$ cat src/rtl/core/ctg_pkg.sv
`timescale 1ns / 1ps
`default_nettype none

package ctg_pkg;

  // field widths
  localparam int unsigned SampleW = 16;
  localparam int unsigned SubW    = 2;
  localparam int unsigned CountW  = 18;
  localparam int unsigned TargetW = 16;
  localparam int unsigned DelayW  = 32;
  localparam int unsigned CoeffW  = 24;
  localparam int unsigned CfgIdxW = 3;
  localparam int unsigned CfgDataW = 24;

  // delay line length in samples
  localparam int unsigned MaxDelayDefault = 48000;

  // subdivision codes
  localparam logic [SubW-1:0] SubWhole = 2'd0;
  localparam logic [SubW-1:0] SubHalf  = 2'd2;

  // state reset values
  localparam logic [CountW-1:0] CountMax    = 18'h3FFFF;
  localparam logic [CountW-1:0] PeriodReset = 18'd21176;
  localparam logic [DelayW-1:0] DelayReset  = 32'h3E0A_0000;

  // register reset values
  localparam logic [SampleW-1:0] ThrHighReset = 16'd11469;
  localparam logic [SampleW-1:0] ThrLowReset  = 16'd4915;
  localparam logic [CountW-1:0]  MinIntReset  = 18'd2400;
  localparam logic [CountW-1:0]  MaxIntReset  = 18'd144000;
  localparam logic [CoeffW-1:0]  CoeffReset   = 24'd4365;

  typedef enum logic [CfgIdxW-1:0] {
    CfgThrHigh = 3'd0,
    CfgThrLow  = 3'd1,
    CfgMinInt  = 3'd2,
    CfgMaxInt  = 3'd3,
    CfgCoeff   = 3'd4
  } cfg_idx_e;

  typedef struct packed {
    logic signed [SampleW-1:0] thr_high;
    logic signed [SampleW-1:0] thr_low;
    logic [CountW-1:0]         min_interval;
    logic [CountW-1:0]         max_interval;
    logic [CoeffW-1:0]         glide_coeff;
  } cfg_t;

  typedef struct packed {
    logic signed [SampleW-1:0] sample;
    logic [SubW-1:0]           subdivision;
  } in_t;

  typedef struct packed {
    logic [CountW-1:0]  tempo_period;
    logic [TargetW-1:0] delay_target;
    logic [DelayW-1:0]  delay_time;
    logic               clock_edge;
    logic               gate_high;
  } out_t;

  // tracker result handed to the glide stage and the result register
  typedef struct packed {
    logic [CountW-1:0] period;
    logic              clock_edge;
    logic              gate_high;
  } trk_t;

endpackage

`default_nettype wire

$ cat src/rtl/core/ctg_cfg_regs.sv
`timescale 1ns / 1ps
`default_nettype none

module ctg_cfg_regs (
  input  wire logic                          clk_i,
  input  wire logic                          rst_ni,
  input  wire logic                          cfg_we_i,
  input  wire logic [ctg_pkg::CfgIdxW-1:0]   cfg_idx_i,
  input  wire logic [ctg_pkg::CfgDataW-1:0]  cfg_wdata_i,
  output ctg_pkg::cfg_t                      cfg_o
);

  ctg_pkg::cfg_t cfg_q;

  always_ff @(posedge clk_i or negedge rst_ni) begin
    if (!rst_ni) begin
      cfg_q.thr_high     <= ctg_pkg::ThrHighReset;
      cfg_q.thr_low      <= ctg_pkg::ThrLowReset;
      cfg_q.min_interval <= ctg_pkg::MinIntReset;
      cfg_q.max_interval <= ctg_pkg::MaxIntReset;
      cfg_q.glide_coeff  <= ctg_pkg::CoeffReset;
    end else if (cfg_we_i) begin
      case (ctg_pkg::cfg_idx_e'(cfg_idx_i))
        ctg_pkg::CfgThrHigh: cfg_q.thr_high     <= cfg_wdata_i[ctg_pkg::SampleW-1:0];
        ctg_pkg::CfgThrLow:  cfg_q.thr_low      <= cfg_wdata_i[ctg_pkg::SampleW-1:0];
        ctg_pkg::CfgMinInt:  cfg_q.min_interval <= cfg_wdata_i[ctg_pkg::CountW-1:0];
        ctg_pkg::CfgMaxInt:  cfg_q.max_interval <= cfg_wdata_i[ctg_pkg::CountW-1:0];
        ctg_pkg::CfgCoeff:   cfg_q.glide_coeff  <= cfg_wdata_i;
        default: ;  // unknown index, ignored
      endcase
    end
  end

  assign cfg_o = cfg_q;

endmodule

`default_nettype wire

$ cat src/rtl/core/ctg_tracker.sv
`timescale 1ns / 1ps
`default_nettype none

module ctg_tracker (
  input  wire logic                               clk_i,
  input  wire logic                               rst_ni,
  input  wire logic                               advance_i,
  input  wire logic signed [ctg_pkg::SampleW-1:0] sample_i,
  input  wire ctg_pkg::cfg_t                      cfg_i,
  output ctg_pkg::trk_t                           trk_o
);

  logic                       gate_q, gate_d;
  logic [ctg_pkg::CountW-1:0] count_q, count_d, count_inc;
  logic [ctg_pkg::CountW-1:0] period_q, period_d;
  logic                       edge_hit;

  always_comb begin
    count_inc = (count_q == ctg_pkg::CountMax) ? count_q : count_q + 1'b1;
    edge_hit  = !gate_q && ($signed(sample_i) > $signed(cfg_i.thr_high));
    gate_d    = gate_q;
    count_d   = count_inc;
    period_d  = period_q;
    if (edge_hit) begin
      gate_d  = 1'b1;
      count_d = '0;
      // strict window on the measured interval
      if (count_inc > cfg_i.min_interval && count_inc < cfg_i.max_interval) begin
        period_d = count_inc;
      end
    end else if (gate_q && ($signed(sample_i) < $signed(cfg_i.thr_low))) begin
      gate_d = 1'b0;
    end
  end

  always_ff @(posedge clk_i or negedge rst_ni) begin
    if (!rst_ni) begin
      gate_q   <= 1'b0;
      count_q  <= '0;
      period_q <= ctg_pkg::PeriodReset;
    end else if (advance_i) begin
      gate_q   <= gate_d;
      count_q  <= count_d;
      period_q <= period_d;
    end
  end

  assign trk_o.period     = period_d;
  assign trk_o.clock_edge = edge_hit;
  assign trk_o.gate_high  = gate_d;

endmodule

`default_nettype wire

$ cat src/rtl/core/ctg_glide.sv
`timescale 1ns / 1ps
`default_nettype none

module ctg_glide #(
  parameter int unsigned MaxDelay = ctg_pkg::MaxDelayDefault
) (
  input  wire logic                              clk_i,
  input  wire logic                              rst_ni,
  input  wire logic                              advance_i,
  input  wire logic [ctg_pkg::CountW-1:0]        period_i,
  input  wire logic [ctg_pkg::SubW-1:0]          subdivision_i,
  input  wire logic [ctg_pkg::CoeffW-1:0]        coeff_i,
  output logic      [ctg_pkg::TargetW-1:0]       target_o,
  output logic      [ctg_pkg::DelayW-1:0]        delay_o
);

  localparam int unsigned ProdW = ctg_pkg::DelayW + ctg_pkg::CoeffW;
  localparam logic [ctg_pkg::CountW-1:0] MaxDelayC = ctg_pkg::CountW'(MaxDelay);
  localparam logic [ProdW-1:0] RoundHalf = ProdW'(1) << (ctg_pkg::CoeffW - 1);

  logic [ctg_pkg::DelayW-1:0]  cur_q, cur_d;
  logic [ctg_pkg::CountW+1:0]  three_q;
  logic [ctg_pkg::CountW-1:0]  sub_period;
  logic [ctg_pkg::TargetW-1:0] target;
  logic [ctg_pkg::DelayW-1:0]  tgt_q16, mag, step;
  logic [ProdW-1:0]            prod;
  logic                        rising;

  always_comb begin
    three_q = {2'b00, period_i} + {1'b0, period_i, 1'b0};
    case (subdivision_i)
      ctg_pkg::SubWhole: sub_period = period_i;
      ctg_pkg::SubHalf:  sub_period = period_i >> 1;
      default:           sub_period = three_q[ctg_pkg::CountW+1:2];
    endcase
    target = (sub_period > MaxDelayC) ? ctg_pkg::TargetW'(MaxDelay)
                                      : sub_period[ctg_pkg::TargetW-1:0];
    tgt_q16 = {target, 16'h0000};
    rising  = tgt_q16 >= cur_q;
    mag     = rising ? tgt_q16 - cur_q : cur_q - tgt_q16;
    // round half up, step never exceeds the distance
    prod    = ProdW'(mag) * ProdW'(coeff_i) + RoundHalf;
    step    = prod[ProdW-1:ctg_pkg::CoeffW];
    cur_d   = rising ? cur_q + step : cur_q - step;
  end

  always_ff @(posedge clk_i or negedge rst_ni) begin
    if (!rst_ni) begin
      cur_q <= ctg_pkg::DelayReset;
    end else if (advance_i) begin
      cur_q <= cur_d;
    end
  end

  assign target_o = target;
  assign delay_o  = cur_d;

endmodule

`default_nettype wire

$ cat src/rtl/core/clock_tempo_tracker_glide.sv
`timescale 1ns / 1ps
`default_nettype none

// clock tempo tracker with delay-time glide: each input transaction carries one
// audio sample used as a clock signal and a subdivision choice; a schmitt
// trigger turns the sample into a gate, rising gate edges are timed by a
// saturating sample counter, and an interval strictly inside the configured
// window becomes the tempo period. the period, scaled by one, one half or
// three quarters and clamped to MaxDelay, is the delay target, and a one-pole
// glide (q0.24 coefficient) moves the q16.16 delay time toward it. one result
// transaction follows every input transaction. throughput is one transaction
// per clock while the result register is free or being drained; the input
// register holds an accepted item, which then moves through the combinational
// update path (the 32x24 glide multiply with its subtract and add) into the
// result register. the user must write registers through the plain write
// port only while the block is idle; the block itself does not enforce this.
// there is no read-back and no clearing pass after reset.

module clock_tempo_tracker_glide #(
  parameter int unsigned MaxDelay = ctg_pkg::MaxDelayDefault
) (
  input  wire logic                          clk_i,
  input  wire logic                          rst_ni,
  // configuration write port
  input  wire logic                          cfg_we_i,
  input  wire logic [ctg_pkg::CfgIdxW-1:0]   cfg_idx_i,
  input  wire logic [ctg_pkg::CfgDataW-1:0]  cfg_wdata_i,
  // input channel
  input  wire logic                          in_valid_i,
  output logic                               in_ready_o,
  input  wire ctg_pkg::in_t                  in_data_i,
  // result channel
  output logic                               out_valid_o,
  input  wire logic                          out_ready_i,
  output ctg_pkg::out_t                      out_data_o
);

  ctg_pkg::cfg_t cfg;
  ctg_pkg::trk_t trk;

  // input register
  ctg_pkg::in_t in_q;
  logic         in_valid_q;

  // result register
  ctg_pkg::out_t out_q, out_d;
  logic          out_valid_q;

  logic [ctg_pkg::TargetW-1:0] target;
  logic [ctg_pkg::DelayW-1:0]  delay_next;
  logic                        advance;

  // the held item moves on once the result register is free or being drained;
  // state updates exactly at that move
  assign advance    = in_valid_q && (!out_valid_q || out_ready_i);
  assign in_ready_o = !in_valid_q || advance;

  ctg_cfg_regs u_cfg (
    .clk_i       (clk_i),
    .rst_ni      (rst_ni),
    .cfg_we_i    (cfg_we_i),
    .cfg_idx_i   (cfg_idx_i),
    .cfg_wdata_i (cfg_wdata_i),
    .cfg_o       (cfg)
  );

  ctg_tracker u_tracker (
    .clk_i     (clk_i),
    .rst_ni    (rst_ni),
    .advance_i (advance),
    .sample_i  (in_q.sample),
    .cfg_i     (cfg),
    .trk_o     (trk)
  );

  // target uses the period as updated by this sample
  ctg_glide #(
    .MaxDelay (MaxDelay)
  ) u_glide (
    .clk_i         (clk_i),
    .rst_ni        (rst_ni),
    .advance_i     (advance),
    .period_i      (trk.period),
    .subdivision_i (in_q.subdivision),
    .coeff_i       (cfg.glide_coeff),
    .target_o      (target),
    .delay_o       (delay_next)
  );

  always_comb begin
    out_d.tempo_period = trk.period;
    out_d.delay_target = target;
    out_d.delay_time   = delay_next;
    out_d.clock_edge   = trk.clock_edge;
    out_d.gate_high    = trk.gate_high;
  end

  always_ff @(posedge clk_i or negedge rst_ni) begin
    if (!rst_ni) begin
      in_valid_q  <= 1'b0;
      out_valid_q <= 1'b0;
    end else begin
      if (in_ready_o) begin
        in_valid_q <= in_valid_i;
      end
      if (advance) begin
        out_valid_q <= 1'b1;
      end else if (out_ready_i) begin
        out_valid_q <= 1'b0;
      end
    end
  end

  // payload registers, no reset
  always_ff @(posedge clk_i) begin
    if (in_valid_i && in_ready_o) begin
      in_q <= in_data_i;
    end
    if (advance) begin
      out_q <= out_d;
    end
  end

  assign out_valid_o = out_valid_q;
  assign out_data_o  = out_q;

`ifndef SYNTHESIS
  // a stalled input register keeps its item
  assert property (@(posedge clk_i) disable iff (!rst_ni)
    in_valid_q && !advance |=> in_valid_q)
    else $error("input register lost a held transaction");

  // back-pressure only when both stages are occupied
  assert property (@(posedge clk_i) disable iff (!rst_ni)
    !in_ready_o |-> in_valid_q && out_valid_q && !out_ready_i)
    else $error("input stalled without a full pipeline");

  // an edge always leaves the gate high
  assert property (@(posedge clk_i) disable iff (!rst_ni)
    out_valid_o && out_data_o.clock_edge |-> out_data_o.gate_high)
    else $error("clock edge reported with gate low");

  // target never exceeds the delay line
  assert property (@(posedge clk_i) disable iff (!rst_ni)
    out_valid_o |-> 32'(out_data_o.delay_target) <= MaxDelay)
    else $error("delay target beyond delay line length");
`endif

endmodule

`default_nettype wire
$ cat config.mk
export PLATFORM = sky130hd
export DESIGN_NAME = clock_tempo_tracker_glide
export DESIGN_NICKNAME = d
export VERILOG_FILES = /design/src/rtl/core/ctg_pkg.sv /design/src/rtl/core/ctg_cfg_regs.sv /design/src/rtl/core/ctg_tracker.sv /design/src/rtl/core/ctg_glide.sv /design/src/rtl/core/clock_tempo_tracker_glide.sv
export SDC_FILE = /design/constraint.sdc
export NUM_CORES = 2
export LEC_CHECK = 0
export BUFFER_PORTS_ARGS = -buffer_cell sky130_fd_sc_hd__buf_2
export CORE_ASPECT_RATIO = 1.75
export CORE_MARGIN = 3
export CORE_UTILIZATION = 60
export CTS_CLUSTER_DIAMETER = 200
export DETAILED_ROUTE_END_ITERATION = 6
export PLACE_DENSITY = 0.83
export SETUP_SLACK_MARGIN = 0.3
export SLEW_MARGIN = 20
export SYNTH_ARGS = -nofsm -noshare
export SYNTH_HDL_FRONTEND = slang
export SYNTH_SLANG_ARGS = --single-unit
export TNS_END_PERCENT = 100
$ cat constraint.sdc
create_clock -name clk_i -period 20.6 [get_ports clk_i]
set_input_delay 1.03 -clock clk_i [delete_from_list [all_inputs] [get_ports clk_i]]
set_output_delay 1.03 -clock clk_i [all_outputs]
set_load 0.02 [all_outputs]
# Word level (Yosys, flattened, before mapping)
# Cells that the tools add are included.
op_classes:
  add_sub_neg: 7
  multipliers: 1
  order_cmp: 6
  n_eq_ne: 6
  n_mux: 12
  n_reduce_logical: 18
op_table:
  columns: ["op", "count"]
  rows:
  - ["subtractor 32 bit", 3]
  - ["2-to-1 mux 18 bit", 4]
  - ["2-to-1 mux 32 bit", 2]
  - ["adder 56 x 24 -> 56 bit (second input constant)", 1]
  - ["multiplier 32 x 24 -> 56 bit", 1]
  - ["case mux 18 bit (2 select lines)", 1]
  - ["adder 32 bit", 1]
  - ["greater-or-equal comparator 32 bit", 1]
  - ["adder 18 x 19 -> 20 bit", 1]
  - ["adder 18 x 1 -> 18 bit (second input constant)", 1]
  - ["equality test 18 bit (second input constant)", 1]
  - ["> comparator 18 x 16 -> 1 bit (second input constant)", 1]
  - ["> comparator 18 bit", 1]
  - ["less-than comparator 18 bit", 1]
  - ["> comparator 16 bit", 1]
  - ["less-than comparator 16 bit", 1]
  - ["2-to-1 mux 16 bit", 1]
  - ["AND reduction 2 bit", 5]
  - ["equality test 3 x 2 -> 1 bit (second input constant)", 2]
  - ["logical AND 1 bit", 5]
  - ["2-to-1 mux 1 bit", 4]
  - ["equality test 3 x 1 -> 1 bit (second input constant)", 1]
  - ["equality test 3 bit (second input constant)", 1]
  - ["logical NOT 1 bit", 3]
  - ["other kinds (5)", 6]
totals:
  reg_bits: 249
  out_inout_bits: 70

# Logic depth before layout (Yosys ltp)
logic_depth:
  depth_word: 16
  mapped_depth: 91
  ltp_nobuf: 87

# Cells and area by module
# From an unflattened synthesis, not the netlist that was laid out.
hier_totals:
  hier_cells: 4524
  area_unflattened_um2: 41760.1
modules_own_cells:
  columns: ["mod", "n_inst", "cells_per_inst", "area_each_um2", "seq_area_each_um2"]
  rows:
  - ["ctg_glide", 1, 3788, 31706.7, 809.5]
  - ["ctg_tracker", 1, 444, 3818.7, 934.6]
  - ["ctg_cfg_regs", 1, 198, 3548.4, 2338.5]
  - ["clock_tempo_tracker_glide", 1, 94, 2686.3, 2632.5]

# Worst setup path before layout
# Ideal clock, no wire load.
synth_timing:
  path_kind: "reg-to-reg"
  start: "register u_tracker.count_q[1] (netlist name)"
  end: "register u_glide.cur_q[31] (netlist name)"
  arrival_ps: 19639
  path_slack_ps: 837
  stages_incl_launch_ff: 85
  n_path_buf: 6
  period_less_slack_ps: 19763
  path_cell_list: "dfrtp_1 -> ha_1 -> nand4_1 -> o211ai_1 -> or2_2 -> nor2_1 -> xor2_1 -> ha_1 -> a21o_1 -> a21o_1 -> a21oi_1 -> and3_1 -> o2111ai_1 -> nor3_4 -> buf_2 -> buf_2 -> mux2_2 -> fa_1 -> [... 49 more ...] -> inv_1 -> a21oi_1 -> xor2_1 -> ha_1 -> or3_1 -> a211o_1 -> and3_1 -> nor3_1 -> a211oi_1 -> o2111ai_1 -> a21boi_0 -> o21ai_0 -> a21boi_0 -> o41a_1 -> xnor2_1 -> xnor2_1 -> xnor2_1 -> mux2_2"
synth_between:
  elab_chain_cells: 16
synth_lines:
  columns: ["element", "line", "text"]
  rows:
  - ["start, declared", "ctg_tracker.sv:14", "logic [ctg_pkg::CountW-1:0] count_q, count_d, count_inc;"]
  - ["start signal, assigned", "ctg_tracker.sv:43", "count_q <= count_d;"]
  - ["adder 18 x 1 -> 18 bit / equality test 18 bit (equally long branches)", "ctg_tracker.sv:19", "count_inc = (count_q == ctg_pkg::CountMax) ? count_q : count_q + 1'b1;"]
  - ["2-to-1 mux 18 bit (*)", "ctg_tracker.sv:19", null]
  - ["> comparator 18 bit / less-than comparator 18 bit (equally long branches)", "ctg_tracker.sv:28", "if (count_inc > cfg_i.min_interval && count_inc < cfg_i.max_interval) begin"]
  - ["logical AND 1 bit", "ctg_tracker.sv:28", null]
  - ["2-to-1 mux 18 bit (*)", "ctg_tracker.sv:28", null]
  - ["2-to-1 mux 18 bit (*)", "ctg_tracker.sv:24", "if (edge_hit) begin"]
  - ["adder 18 x 19 -> 20 bit", "ctg_glide.sv:30", "three_q = {2'b00, period_i} + {1'b0, period_i, 1'b0};"]
  - ["case mux 18 bit (2 select lines) (*)", "ctg_glide.sv:31", "case (subdivision_i)"]
  - ["> comparator 18 x 16 -> 1 bit", "ctg_glide.sv:36", "target = (sub_period > MaxDelayC) ? ctg_pkg::TargetW'(MaxDelay)"]
  - ["2-to-1 mux 16 bit (*)", "ctg_glide.sv:36", null]
  - ["subtractor 32 bit / greater-or-equal comparator 32 bit (equally long branches)", "ctg_glide.sv:40, ctg_glide.sv:39", null]
  - ["2-to-1 mux 32 bit", "ctg_glide.sv:40", "mag = rising ? tgt_q16 - cur_q : cur_q - tgt_q16;"]
  - ["multiplier 32 x 24 -> 56 bit", "ctg_glide.sv:42", "prod = ProdW'(mag) * ProdW'(coeff_i) + RoundHalf;"]
  - ["adder 56 x 24 -> 56 bit", "ctg_glide.sv:42", null]
  - ["subtractor 32 bit / adder 32 bit (equally long branches)", "ctg_glide.sv:44", "cur_d = rising ? cur_q + step : cur_q - step;"]
  - ["2-to-1 mux 32 bit (*)", "ctg_glide.sv:44", null]
  - ["net delay_next (one bit)", "clock_tempo_tracker_glide.sv:50", "logic [ctg_pkg::DelayW-1:0] delay_next;"]
  - ["end signal, assigned", "ctg_glide.sv:49", "cur_q <= ctg_pkg::DelayReset;"]
  - ["end signal, assigned", "ctg_glide.sv:51", "cur_q <= cur_d;"]
  - ["end, declared", "ctg_glide.sv:21", "logic [ctg_pkg::DelayW-1:0] cur_q, cur_d;"]
# Mark *: on every way through the listed nets, which the timed path passes. The rest lies on a longest branch.
# A chain may end at the register's enable or synchronous reset.

==> impl_metrics.py <==
metrics = {
    "status": {
        "status": "completed",
    },
    "sta": {
        "finalClockSkew_ps": 34.6,
        "setup_viol": 0,
        "max_slew_margin_pct": 31.9,
        "tightestPinTransition_ps": 1020,
        "clock.fmax_mhz": 51.3,
        "fin_setup_tns_ps": 0,
        "rsz0062_at_grt": "no",
        "drv_slew": 0,
        "hold_viol": 0,
        "fin_crit_ps": 19480,
        "fin_crit_sh_pct": 94.6,
    },
    "global_routing": {
        "grt_pass1_vias": 38600,
        "grt_pass1_wl_mm": 198,
        "grt_use_total_pct": 33.0,
        "antenna_found_initial": 1,
        "grt_start_max_net_pins": 91,
        "grt_overflow": 0,
    },
    "clock_tree": {
        "clock_sinks": 249,
        "clkTransAtPathRegs_ps": 80,
        "postCtsHoldBufs": 0,
        "cts_max_level": 1,
        "cts_tree": "built",
        "insertion_delay_ps": 570,
        "clock-root-buffer": "clkbuf_16",
        "cts_buffers": 22,
        "clockBufferDepth": 3,
    },
    "setup_path": {
        "crit_fanout": 14,
        "reg2reg_to": "u_glide.cur_q[30]",
        "critical_path_class": "flip-flop to flip-flop",
        "cp_slowest_cell": "fa_1",
        "cp-start-kind": "flip-flop",
        "regToRegSetupSlack_ps": 1120,
        "crit_required_ps": 21070,
        "cpPeakStageDelay_ps": 580,
        "reg2reg_depth": 82,
        "cp_common_cell": "buf_4",
        "end_kind": "flip-flop",
        "reg2reg_from": "u_tracker.count_q[8]",
        "cp.arrival_ps": 19950,
    },
    "job": {
        "max_cap_violations": 0,
    },
    "worst_hold_path": {
        "hold_path_end": "u_tracker.period_q[16]",
        "hp-class": "flip-flop to flip-flop",
        "holdCritStartpoint": "u_tracker.period_q[16]",
        "hold_path_depth": 2,
    },
    "floorplanning": {
        "ioPinCount": 120,
        "fp-row-count": 129,
        "initial_utilization_pct": 60.7,
        "die_y_um": 360,
        "core_area_mm2": 0.0709,
        "dieArea_mm2": 0.0750,
        "dieWidth_um": 208,
    },
    "layout": {
        "nNetsFinal": 6081,
        "drive_gt1_share_pct": 13.0,
        "regArea_mm2": 0.00672,
        "fill_cells": 5490,
        "area_growth_pct": 9.63,
        "multi_input_comb_area_mm2": 0.0326,
    },
    "drt": {
        "dr.first_iter.drc_count": 2125,
        "routedWlPerCell_um": 20.8,
        "vias_per_cell": 6.00,
        "first_pass_iters": 5,
        "drc": 0,
        "vias": 35700,
        "ant_nets": 0,
        "wl_mm": 124,
    },
    "synth": {
        "syn_avg_cell_area_um2": 8.84,
        "ys_warn_count": 0,
        "async_flop_share_pct": 65.5,
        "synth_cell_types": 96,
        "synth_cells": 4863,
        "seq_area_frac_synth_pct": 15.6,
        "synth-seq-cells": 249,
        "syn_area_mm2": 0.0430,
        "synth_edf_count": 86,
        "syn_nets": 5928,
        "ys.flop_type": "dfrtp_1",
    },
    "placed_design": {
        "place.detailed.hpwl_mm": 102,
        "gp_congestion": 1.01,
        "port_buffers": 119,
    },
}
==> Yosys cell counts (48+ instances only) <==
cell      instances  share of area [%]
mux2_2           62                1.6
xnor2_1          86                1.8
a21oi_1         167                1.9
dfrtp_1         120                7.0
o21ai_0         176                2.0
nor2_1          126                1.1
nand4_1          48               0.70
clkbuf_1        237                2.1
edfxtp_1         86                6.0
and2_1          340                4.9
ha_1            355                 10
inv_1           868                7.6
nand3_1          56               0.65
a21o_1           77                1.3
fa_1            660                 31
nand2_1         754                6.6
==> cell type report <==
cell class	instances	area share [%]
clock buffer	25	1.19
timing repair buffer	379	5.62
sequential	249	14.3
clock inverter	15	0.377
antenna	2	0.0106
inverter	871	6.95
multi-input combinational	3493	69.1
tap	917	2.44
==> layer usage <==
metal	track usage [%]	up-vias	part of all wire [%]
li1	-	15800	-
met1	34.8	17800	33
met2	62.6	1561	54
met3	3.05	588	5.3
met4	20.8	0	7.5
met5	0	-	0
==> metrics by stage <==
stage	hold WS [ps]	cells	setup slack (ps)	cell area (µm²)	util, %
final	484	5951	1120	47100	66.5
after global routing	506	5949	261	47100	66.5
after CTS	489	5938	333	46700	65.9
after detailed placement	473	5897	74.3	45900	64.8
after global placement	463	5897	436	45900	64.8
after floorplan	443	4863	837	43000	-
==> worst max path at each step <==
stage / end / startpoint / slack, ps / cells past startpoint
detailed placement: u_glide.cur_q[31] / u_tracker.count_q[1] / 70 / 83
floorplan: u_glide.cur_q[31] / u_tracker.count_q[1] / 840 / 84
CTS: u_glide.cur_q[31] / u_tracker.count_q[1] / 330 / 84
global placement: u_glide.cur_q[31] / u_tracker.count_q[1] / 440 / 83
global route: u_glide.cur_q[31] / u_tracker.count_q[8] / 260 / 81
finish: u_glide.cur_q[30] / u_tracker.count_q[8] / 1120 / 82
==> critical path: cells and delay by family (launching register included) <==
kind	cells	cell delay, ps
adder cells (fa/ha/maj)	13	5390
AO/OA/AOI/OAI	28	5380
AND/OR/NAND/NOR	20	4010
buffers and inverters	14	2120
XOR/XNOR	5	1380
multiplexers	2	570
flip-flops	1	450
==> flip-flops by register name (all words and copies together), names as in the netlist <==
register            flops
u_cfg.cfg_o            92
out_data_o             68
u_glide.cur_q          32
in_q                   18
u_tracker.count_q      18
u_tracker.period_q     18
in_valid_q              1
out_valid_o             1
u_tracker.gate_q        1
==> cell families (layout without fill, tap and decap cells) <==
logic type      Yosys count  in the layout  synth area share [%]
compound gates          698            698                  10.7
buf+inv                1121           1290                  9.82
simple gates           1557           1557                  17.6
other cells               0              2                     0
flops                   249            249                  15.6
fa+ha+maj              1015           1015                  41.1
xor+xnor                124            124                  2.56
mux                      99             99                  2.57
==> cells in the final DEF, fill, tap and decap left out, types with 19 or more instances in the layout <==
master     synthesis  layout
nand4_1           48      48
nand2b_1          22      22
nand3_1           56      56
dfrtp_1          120     116
nand2_1          754     752
nor2_1           126     123
xnor2_2            0      19
mux2_2            62      62
buf_2              4     118
a211oi_1          24      23
a2111oi_0         23      19
inv_1            868     867
o21a_1            24      24
or3_1             20      20
a21oi_1          167     159
dfstp_2           43      43
nor2b_1           41      41
and2_1           340     339
a31oi_1           24      23
a21o_1            77      77
ha_1             355     346
fa_1             660     660
xor2_1            37      31
buf_4              0     247
nor3_1            47      44
edfxtp_1          86      86
and3_1            20      20
clkbuf_16          0      22
xnor2_1           86      64
mux2i_1           34      31
o21ai_0          176     169
==> timing repair <==
action,CTS,global route
pin swaps,1,19
gates resized for setup,11,82
setup buffers,1,11
setup endpoints to repair,7,31
Power is left out: the tool's default activity adds up to more than one toggle a clock period on the data nets, which glitch-free logic cannot reach.
